$ cat config.mk
export PLATFORM = sky130hd
export DESIGN_NAME = safespi48_response_check_decode_unit
export DESIGN_NICKNAME = d
export VERILOG_FILES = /design/src/hdl/ss48_pkg.sv /design/src/hdl/ss48_decode.sv /design/src/hdl/safespi48_response_check_decode_unit.sv
export SDC_FILE = /design/constraint.sdc
export NUM_CORES = 1
export LEC_CHECK = 0
export BUFFER_PORTS_ARGS = -buffer_cell sky130_fd_sc_hd__buf_2
export CORE_ASPECT_RATIO = 0.8
export CORE_MARGIN = 3
export CORE_UTILIZATION = 45
export CTS_CLUSTER_DIAMETER = 150
export DETAILED_ROUTE_END_ITERATION = 7
export PLACE_DENSITY = 0.63
export SYNTH_ARGS = -nofsm -noshare
export SYNTH_HDL_FRONTEND = slang
export SYNTH_SLANG_ARGS = --single-unit
$ cat constraint.sdc
create_clock -name clk_i -period 7.1 [get_ports clk_i]
set_input_delay 0.71 -clock clk_i [delete_from_list [all_inputs] [get_ports clk_i]]
set_output_delay 0.71 -clock clk_i [all_outputs]
set_load 0.01 [all_outputs]
$ cat src/hdl/ss48_pkg.sv
// Shared types, constants and CRC helper for the 48-bit response frame checker.
// No dependencies; used by ss48_decode and safespi48_response_check_decode_unit.
package ss48_pkg;

  localparam int unsigned FrameW = 48;
  localparam int unsigned ChanW  = 3;
  localparam int unsigned ValueW = 21;

  localparam logic [7:0]        CrcPoly  = 8'h2F;
  localparam logic [7:0]        CrcInit  = 8'hFF;
  localparam logic [FrameW-1:0] ErrMask  = 48'h001E_0000_0000;
  localparam logic [FrameW-1:0] CrcSpan  = 48'hFFFF_FFFF_FF00;

  // Channel codes
  typedef enum logic [ChanW-1:0] {
    CH_GYRO_X = 3'd0,
    CH_GYRO_Y = 3'd1,
    CH_GYRO_Z = 3'd2,
    CH_ACC_X  = 3'd3,
    CH_ACC_Y  = 3'd4,
    CH_ACC_Z  = 3'd5,
    CH_TEMP   = 3'd6,
    CH_UNUSED = 3'd7
  } chan_e;

  // Decoded result of one frame, handed from decode to the output stage
  typedef struct packed {
    logic signed [ValueW-1:0] value;
    logic                     frame_error;
    logic                     crc_error;
  } result_t;

  // Bit-serial CRC-8, MSB first. Only evaluated on constants at elaboration
  // to derive the XOR matrix columns.
  function automatic logic [7:0] crc_raw(logic [FrameW-1:0] d);
    logic [7:0] r;
    logic       top;
    r = CrcInit;
    for (int i = FrameW - 1; i >= 0; i--) begin
      top = r[7];
      r   = {r[6:0], d[i]};
      if (top) r = r ^ CrcPoly;
    end
    return r;
  endfunction

  // Contribution of frame bit i to the CRC (the CRC is affine in the data)
  function automatic logic [7:0] crc_col(int unsigned i);
    logic [FrameW-1:0] one;
    one = '0;
    one[i] = 1'b1;
    return crc_raw(one) ^ crc_raw('0);
  endfunction

endpackage

$ cat src/hdl/ss48_decode.sv
// Combinational frame check and decode: error bits, CRC-8 as a flat XOR
// matrix, and channel-dependent value extraction. Depends on ss48_pkg.
module ss48_decode (
  input  logic [ss48_pkg::FrameW-1:0] frame_i,
  input  logic [ss48_pkg::ChanW-1:0]  channel_i,
  output ss48_pkg::result_t           result_o
);

  localparam int unsigned FrameW = ss48_pkg::FrameW;
  localparam int unsigned ValueW = ss48_pkg::ValueW;

  // CRC of the all-zero data word, the affine offset of the matrix
  localparam logic [7:0] CrcZero = ss48_pkg::crc_raw('0);

  logic [7:0]        crc_term [FrameW];
  logic [7:0]        crc_calc;
  logic [FrameW-1:0] crc_data;

  assign crc_data = frame_i & ss48_pkg::CrcSpan;

  // One constant column per frame bit, gated by that bit
  for (genvar i = 0; i < FrameW; i++) begin : g_col
    localparam logic [7:0] Col = ss48_pkg::crc_col(i);
    assign crc_term[i] = crc_data[i] ? Col : 8'h00;
  end

  // XOR reduction of independent terms, seeded with the all-zero-data CRC
  always_comb begin
    crc_calc = CrcZero;
    for (int i = 0; i < FrameW; i++) begin
      crc_calc = crc_calc ^ crc_term[i];
    end
  end

  // Value extraction: 16-bit temperature, 20-bit motion, y/z negated
  logic signed [ValueW-1:0] motion;
  logic signed [ValueW-1:0] dec_value;
  always_comb begin
    motion = ValueW'(signed'(frame_i[27:8]));
    unique case (ss48_pkg::chan_e'(channel_i))
      ss48_pkg::CH_TEMP: begin
        dec_value = ValueW'(signed'(frame_i[27:12]));
      end
      ss48_pkg::CH_GYRO_Y, ss48_pkg::CH_GYRO_Z,
      ss48_pkg::CH_ACC_Y,  ss48_pkg::CH_ACC_Z: begin
        dec_value = -motion;
      end
      default: begin
        dec_value = motion;
      end
    endcase
  end

  assign result_o.value       = dec_value;
  assign result_o.frame_error = |(frame_i & ss48_pkg::ErrMask);
  assign result_o.crc_error   = (crc_calc != frame_i[7:0]);

endmodule

$ cat src/hdl/safespi48_response_check_decode_unit.sv
// The result passes through the input register and then the result register.
// Throughput: one item per cycle while the output is not stalled; the CRC is a
// single-level XOR matrix and the decode a short mux, so both fit between the
// input and result registers.
// Output register stalls backpressure to the input register, never dropping.
// Reset (rst_ni low, async): both stages empty, set error flag cleared.
// Top level of the response checker; depends on ss48_pkg and ss48_decode.
module safespi48_response_check_decode_unit (
  input  logic        clk_i,
  input  logic        rst_ni,
  input  logic        s_axis_tvalid,
  output logic        s_axis_tready,
  input  logic [47:0] s_axis_tdata,   // [47:0] frame
  input  logic [2:0]  s_axis_tuser,   // [2:0] channel
  input  logic        s_axis_tlast,   // last_of_set
  output logic        m_axis_tvalid,
  input  logic        m_axis_tready,
  output logic [23:0] m_axis_tdata,   // [20:0] value, [21] frame_error,
                                      // [22] crc_error, [23] set_ok
  output logic        m_axis_tlast    // set_done
);

  // Input register
  logic                        in_vld_q;
  logic [ss48_pkg::FrameW-1:0] frame_q;
  logic [ss48_pkg::ChanW-1:0]  chan_q;
  logic                        last_q;

  // Result register
  logic                        out_vld_q;
  ss48_pkg::result_t           res_q;
  logic                        set_ok_q;
  logic                        set_done_q;

  logic                        err_seen_q, err_seen_d;
  ss48_pkg::result_t           res_d;
  logic                        set_ok_d;
  logic                        out_adv, in_adv, s_acc;

  assign out_adv       = !out_vld_q || m_axis_tready;
  assign in_adv        = in_vld_q && out_adv;
  assign s_axis_tready = !in_vld_q || out_adv;
  assign s_acc         = s_axis_tvalid && s_axis_tready;

  ss48_decode u_decode (
    .frame_i   (frame_q),
    .channel_i (chan_q),
    .result_o  (res_d)
  );

  // Sticky set error, updated as each item moves into the result register
  always_comb begin
    set_ok_d   = 1'b0;
    err_seen_d = err_seen_q;
    if (in_adv) begin
      if (last_q) begin
        set_ok_d   = !(err_seen_q || res_d.frame_error || res_d.crc_error);
        err_seen_d = 1'b0;
      end else begin
        err_seen_d = err_seen_q || res_d.frame_error || res_d.crc_error;
      end
    end
  end

  // Control state
  always_ff @(posedge clk_i or negedge rst_ni) begin
    if (!rst_ni) begin
      in_vld_q   <= 1'b0;
      out_vld_q  <= 1'b0;
      err_seen_q <= 1'b0;
    end else begin
      err_seen_q <= err_seen_d;
      if (s_axis_tready) in_vld_q <= s_axis_tvalid;
      if (out_adv) out_vld_q <= in_vld_q;
    end
  end

  // Payload registers
  always_ff @(posedge clk_i) begin
    if (s_acc) begin
      frame_q <= s_axis_tdata;
      chan_q  <= s_axis_tuser;
      last_q  <= s_axis_tlast;
    end
    if (in_adv) begin
      res_q      <= res_d;
      set_ok_q   <= set_ok_d;
      set_done_q <= last_q;
    end
  end

  assign m_axis_tvalid = out_vld_q;
  assign m_axis_tdata  = {set_ok_q, res_q.crc_error, res_q.frame_error, res_q.value};
  assign m_axis_tlast  = set_done_q;

  // Assertions
  a_sticky_clear: assert property (@(posedge clk_i) disable iff (!rst_ni)
    (in_adv && last_q) |=> !err_seen_q)
    else $error("set error flag not cleared after last item");

  a_ok_needs_done: assert property (@(posedge clk_i) disable iff (!rst_ni)
    (out_vld_q && set_ok_q) |-> set_done_q)
    else $error("set_ok raised without set_done");

  a_ok_no_err: assert property (@(posedge clk_i) disable iff (!rst_ni)
    (out_vld_q && set_ok_q) |-> !(res_q.crc_error || res_q.frame_error))
    else $error("set_ok raised on a faulty item");

  a_err_sticks: assert property (@(posedge clk_i) disable iff (!rst_ni)
    (in_adv && !last_q && (res_d.crc_error || res_d.frame_error)) |=> err_seen_q)
    else $error("item error not recorded in set error flag");

endmodule
==> flow_summary_export.csv, run 1 <==
group,metric,value,unit
critical_path,startpoint_type,"register",
status,status,"finished clean",
clocking,cts_tree,"built",
timing,maxSlewViolCount,0,
logic_synthesis,yosys_warnings,0,
flow_run,maxCapViolations,0,
power,clock_power_share,30.8,%
worst_hold_path,hold_path.class,"in -> async",
die,start_util,47.3,%
power,p_leak,2.18,nW
detailed_routing,drt_iter0_markers,292,
detailed_routing,drt_pass1_iterations,4,
logic_synthesis,synth_edf_count,77,
logic_synthesis,syn-cell-area,4960,µm²
timing,setup_viol,0,
power,p_per_area,253,nW/µm²
detailed_routing,drt-total-wl,10900,µm
clocking,cts_setup_buffers,0,
clocking,clkLatencyLatePin,0.33,ns
critical_path,cpPeakStageDelay,0.63,ns
timing,fin_skew,0.00733,ns
logic_synthesis,yosysUniqueCellTypes,53,
detailed_routing,drc,0,
global_routing,grt_overflow,0,
placement,gp_congestion,0.904,
die,die-width,123,µm
power,switching_share,27.8,%
placement,io_buffers,82,
critical_path,cp_max_fo,15,
critical_path,crit_chain,"nor4_2, nand4_2, or4_1, or3_4, a211oi_1, a21oi_1",
clocking,cts_resized,0,
detailed_routing,ant_nets,0,
critical_path,critical_path_arrival,2.82,ns
cells_and_area,fill_cells,940,
cells_and_area,nets,563,
critical_path,cp.required,7.17,ns
clocking,cts_hold_buffers,0,
die,ios,83,
logic_synthesis,synth-main-ff-cell,"edfxtp_1",
cells_and_area,layout.cells.most_common_list,"buf_2, edfxtp_1, xnor2_1",
logic_synthesis,ys_seq_area_share,48.2,%
global_routing,grt_use_total,18.6,%
timing,fin_crit,2.75,ns
detailed_routing,wl_per_cell,16.7,µm
global_routing,grt_max_degree,65,
detailed_routing,drt-vias-per-instance,5.39,
timing,rsz0062_at_grt,"false",
timing,worst_pin_slew,1.20,ns
timing,hold_ws,0.177,ns
cells_and_area,final_common_cell,"buf_2",
die,row_count,33,
clocking,path_clk_slew,0.06,ns
cells_and_area,area_delta_synth_final,14.8,%
cells_and_area,n_antenna_cell,0,
timing,fin_crit_sh,38.7,%
power,power_frac_comb,27.3,%
clocking,cts_made_buffers,9,
power,ir_worst_vdd,188,µV
critical_path,slowest_stage,"edfxtp_1",
critical_path,crit_type,"reg -> reg",
power,net-switching-power,0.401,mW
critical_path,crit_path_end_kind,"register",
global_routing,grt_pass1_wl,17600,µm
global_routing,antenna_found_initial,0,
cells_and_area,drive_above_1_share,21.0,%
timing,setup_tns,0,ns
logic_synthesis,synth_fp_nets,505,
die,dieArea,12300,µm²
logic_synthesis,async_flop_share,3.75,%
logic_synthesis,syn_inst,447,
die,coreArea,10500,µm²
critical_path,r2r_slack,4.35,ns
timing,max_freq,0.364,GHz
placement,hpwl,7930,µm
timing,timing.slew.headroom,19.9,%
critical_path,r2r_start,"frame_q[15]",
detailed_routing,vias,3501,
power,p_int,1.04,mW
clocking,cts.sinks,80,
power,seqPwrFrac,41.8,%
clocking,cts_buffer_depth,2,
critical_path,r2r-end,"m_axis_tdata[18]",
clocking,clock-root-buffer,"clkbuf_16",
critical_path,r2r_cells,6,
logic_synthesis,synth_seq_cells,80,
clocking,htreeDepth,3,
logic_synthesis,avgSynthCellArea,11.1,µm²
global_routing,grt_pass1_vias,3385,
die,die_y,99.9,µm
timing,hold_viol_final,0,
-- flip-flops by register name, summed over array words and instances, names as in the netlist --
signal,flops
m_axis_tvalid,1
set_ok_q,1
in_vld_q,1
err_seen_q,1
chan_q,3
frame_q,48
last_q,1
m_axis_tdata,23
m_axis_tlast,1
-- cell usage after synthesis (all sizes together) (3+ instances only) --
library cell,instances,area (µm²)
xor2,18,158
a21oi,34,170
nand4,3,25.0
dfrtp,3,75.1
inv,8,30.0
a211oi,5,37.5
nand2,26,97.6
buf,14,72.6
and2,3,18.8
nor2,27,101
or4,4,30.0
xor3,3,71.3
edfxtp,77,2310
or3,8,55.1
mux2i,11,110
xnor3,12,272
o21a,4,30.0
a221oi,10,87.6
a31oi,5,31.3
nor3,24,120
o31ai,7,52.6
nor4,5,52.6
o22ai,3,18.8
nand2b,4,25.0
xnor2,57,507
and3,3,18.8
o21ai,20,100
clkbuf,24,90.1
nand3,8,40.0
-- cell families after synthesis --
| kind of cell | Yosys count | share of synthesized area (%) |
|---|---|---|
| xor+xnor | 90 | 20.3 |
| fa+ha+maj | 2 | 0.505 |
| buf+inv | 46 | 3.89 |
| flops | 80 | 48.2 |
| mux | 12 | 2.45 |
| simple gates | 122 | 12.8 |
| compound gates | 95 | 11.8 |
-- power by group through the flow --
stage,combinational (mW),clock [mW],sequential [mW]
global route,0.434,0.479,0.609
detailed placement,0.395,0,0.613
CTS,0.396,0.456,0.604
finish,0.394,0.445,0.603
global placement,0.388,0,0.612
floorplan,0.323,0,0.596
-- metal layers --
metal,global-route usage [%],share of wire (%)
met1,27.5,47
met2,27.3,44
met3,4.23,6.9
met4,5.70,1.2
met5,0,0
-- worst max-delay path: cells and delay by family (launching register included) --
family / cells / cell delay, ns
DFF: 1 / 0.63
and+or+nand+nor: 4 / 1.50
AOI/OAI and AO/OA: 2 / 0.35
-- worst max path at each step --
stage,endpoint,startpoint
final,m_axis_tdata[18],frame_q[15]
after global routing,m_axis_tdata[10],frame_q[11]
after CTS,m_axis_tdata[18],frame_q[15]
after detailed placement,m_axis_tdata[18],frame_q[15]
after global placement,m_axis_tdata[18],frame_q[11]
after floorplan,chan_q[0],m_axis_tready
-- final cells by class --
class | count | area [µm²] | share of cell area, %
clock buffers | 10 | 229 | 4.02
clock inverters | 6 | 58.8 | 1.03
inverters | 8 | 30.0 | 0.528
repair buffers | 85 | 433 | 7.61
well taps | 140 | 175 | 3.08
flip-flops and latches | 80 | 2390 | 41.9
multi-input cells | 321 | 2380 | 41.8
-- per-stage QoR --
stage	power, mW	instance area [µm²]	utilization, %	setup slack (ns)	std cells
2_1_floorplan	0.918	4960	-	4.52	447
3_3_place_gp	1.00	5400	51.5	4.46	634
6_report	1.44	5690	54.3	4.35	650
3_5_place_dp	1.01	5400	51.5	4.39	634
4_1_cts	1.46	5690	54.3	4.36	650
5_1_grt	1.52	5690	54.3	4.16	650
Power figures use the tool's default switching activity.
==> inputs of run 2 (changes only) <==
PLACE_DENSITY = 0.66   (was 0.63)
clock period = 2.5 ns   (was 7.1 ns; I/O delays follow)
==> run 2 against run 1 <==
Compared with the run above: largest cell class is now multi-input combinational cells; count of clock-buffer cells in the layout shrank 1; design area is 6.0% higher; utilization increased by 3.3 points; clock skew down 0.0023 ns; register-to-register slack got worse by 4.2 ns; maximum frequency increased by 15%; non-clock buffer count rose by 33; sequential share of layout area fell by 2.4 points; hold slack got worse by 0.10 ns; setup slack got worse by 4.2 ns.
==> flow_summary_export.csv, run 2 (synthesis gave the netlist of run 1 again) <==
group,metric,value,unit
global_routing,grt_pass1_vias,3441,
detailed_routing,drt_iter0_markers,264,
timing,rsz0062_at_grt,"true",
detailed_routing,wl_per_cell,16.7,µm
cells_and_area,n_antenna_cell,0,
die,die_y,99.9,µm
die,start_util,47.3,%
die,row_count,33,
timing,hold_ws,0.0759,ns
global_routing,grt_pass1_wl,17800,µm
detailed_routing,vias,3694,
power,p_leak,2.37,nW
timing,fin_crit,2.39,ns
clocking,cts_buffer_depth,2,
detailed_routing,drc,0,
clocking,cts.sinks,80,
die,dieArea,12300,µm²
timing,maxSlewViolCount,0,
die,coreArea,10500,µm²
clocking,clkLatencyLatePin,0.34,ns
timing,worst_pin_slew,0.677,ns
die,die-width,123,µm
cells_and_area,nets,596,
clocking,path_clk_slew,0.06,ns
global_routing,grt_use_total,19.0,%
cells_and_area,post-route-util,57.6,%
clocking,htreeDepth,3,
critical_path,startpoint_type,"register",
power,p_per_area,711,nW/µm²
status,status,"finished clean",
clocking,cts_tree,"built",
flow_run,maxCapViolations,0,
detailed_routing,drt-total-wl,11400,µm
cells_and_area,drive_above_1_share,26.9,%
power,switching_share,27.5,%
placement,gp_congestion,0.861,
timing,max_freq,0.418,GHz
global_routing,antenna_found_initial,0,
detailed_routing,ant_nets,0,
cells_and_area,fill_cells,889,
timing,fin_skew,0.00507,ns
cells_and_area,final_common_cell,"buf_2",
cells_and_area,top_register,"frame_q",
clocking,cts_setup_buffers,0,
timing,setup_viol,0,
cells_and_area,area_delta_synth_final,21.8,%
die,ios,83,
power,ir_worst_vdd,456,µV
power,seqPwrFrac,38.8,%
global_routing,grt_overflow,0,
placement,io_buffers,82,
critical_path,cp.required,2.71,ns
power,net-switching-power,1.18,mW
power,power_frac_comb,28.6,%
timing,timing.slew.headroom,54.7,%
cells_and_area,largest_reg_flops,48,
critical_path,crit_path_end_kind,"register",
critical_path,crit_type,"reg -> reg",
clocking,cts_made_buffers,9,
critical_path,cp_max_fo,14,
timing,fin_crit_sh,95.6,%
timing,fin_ws,0.109,ns
placement,post-place-ws,0.0820,ns
worst_hold_path,hold_path.class,"in -> reg",
global_routing,grt_max_degree,64,
power,clock_power_share,32.6,%
timing,hold_viol_final,0,
cells_and_area,layout.cells.most_common_list,"buf_2, edfxtp_1, xnor2_1",
placement,hpwl,8410,µm
detailed_routing,drt_pass1_iterations,5,
power,p_int,3.11,mW
critical_path,critical_path_arrival,2.60,ns
clocking,clock-root-buffer,"clkbuf_16",
detailed_routing,drt-vias-per-instance,5.42,
-- run 2: timing repair --
| item | CTS | global route |
|---|---|---|
| hold endpoints to repair | 3 | 0 |
| endpoints found under the setup margin | 0 | 6 |
| resized for setup | 0 | 5 |
| hold buffers | 1 | 0 |
-- run 2: final timing paths --
kind / start / endpoint / slack, ns / depth (start not counted)
max: frame_q[15] / set_ok_q / 0.11 / 9
min: s_axis_tdata[42] / frame_q[42] / 0.08 / 1
max reg2reg: frame_q[15] / set_ok_q / 0.11 / 9
min reg2reg: in_vld_q / m_axis_tvalid / 0.50 / 1
max in group asynchronous: rst_ni / in_vld_q / 2.14 / 2
min in group asynchronous: rst_ni / err_seen_q / 0.25 / 2
-- run 2: per-layer routing --
| metal | routed length [µm] | vias to the layer above | track usage [%] |
|---|---|---|---|
| met5 | 0 | - | 0 |
| met4 | 152 | 0 | 4.34 |
| met3 | 794 | 13 | 5.63 |
| met2 | 5180 | 145 | 28.6 |
| met1 | 5280 | 1718 | 27.4 |
| li1 | - | 1818 | - |
-- run 2: final cells by class --
cell class | count | area (µm²) | share of cell area, %
clock buffers | 9 | 225 | 3.73
well taps | 140 | 175 | 2.90
repair buffers | 118 | 721 | 11.9
inverters | 8 | 30.0 | 0.498
flip-flops and latches | 80 | 2390 | 39.6
multi-input cells | 321 | 2400 | 39.8
clock inverters | 6 | 92.6 | 1.53
-- run 2: power groups by stage --
stage	sequential [mW]	clock, mW	combinational, mW
floorplan	1.69	0	0.917
global placement	1.69	0	1.20
detailed placement	1.69	0	1.21
CTS	1.67	1.43	1.22
global route	1.67	1.49	1.34
finish	1.66	1.40	1.23
-- run 2: through the flow --
stage / cell area [µm²] / total power, mW / TNS, ns / std cells
global placement: 5680 / 2.89 / 0 / 666
global route: 6040 / 4.51 / -0.0160 / 682
detailed placement: 5680 / 2.91 / 0 / 666
CTS: 6010 / 4.32 / 0 / 682
finish: 6040 / 4.29 / 0 / 682
floorplan: 4960 / 2.61 / 0 / 447
-- run 2: worst max-delay path, cell delays in order (launching register included) --
cell and delay [ns]:
edfxtp_1 0.44, buf_12 0.18, xnor3_1 0.36, xnor2_1 0.15
buf_4 0.15, xnor2_1 0.19, xnor2_1 0.10, or3_1 0.38
nand2_1 0.09, and4b_1 0.21
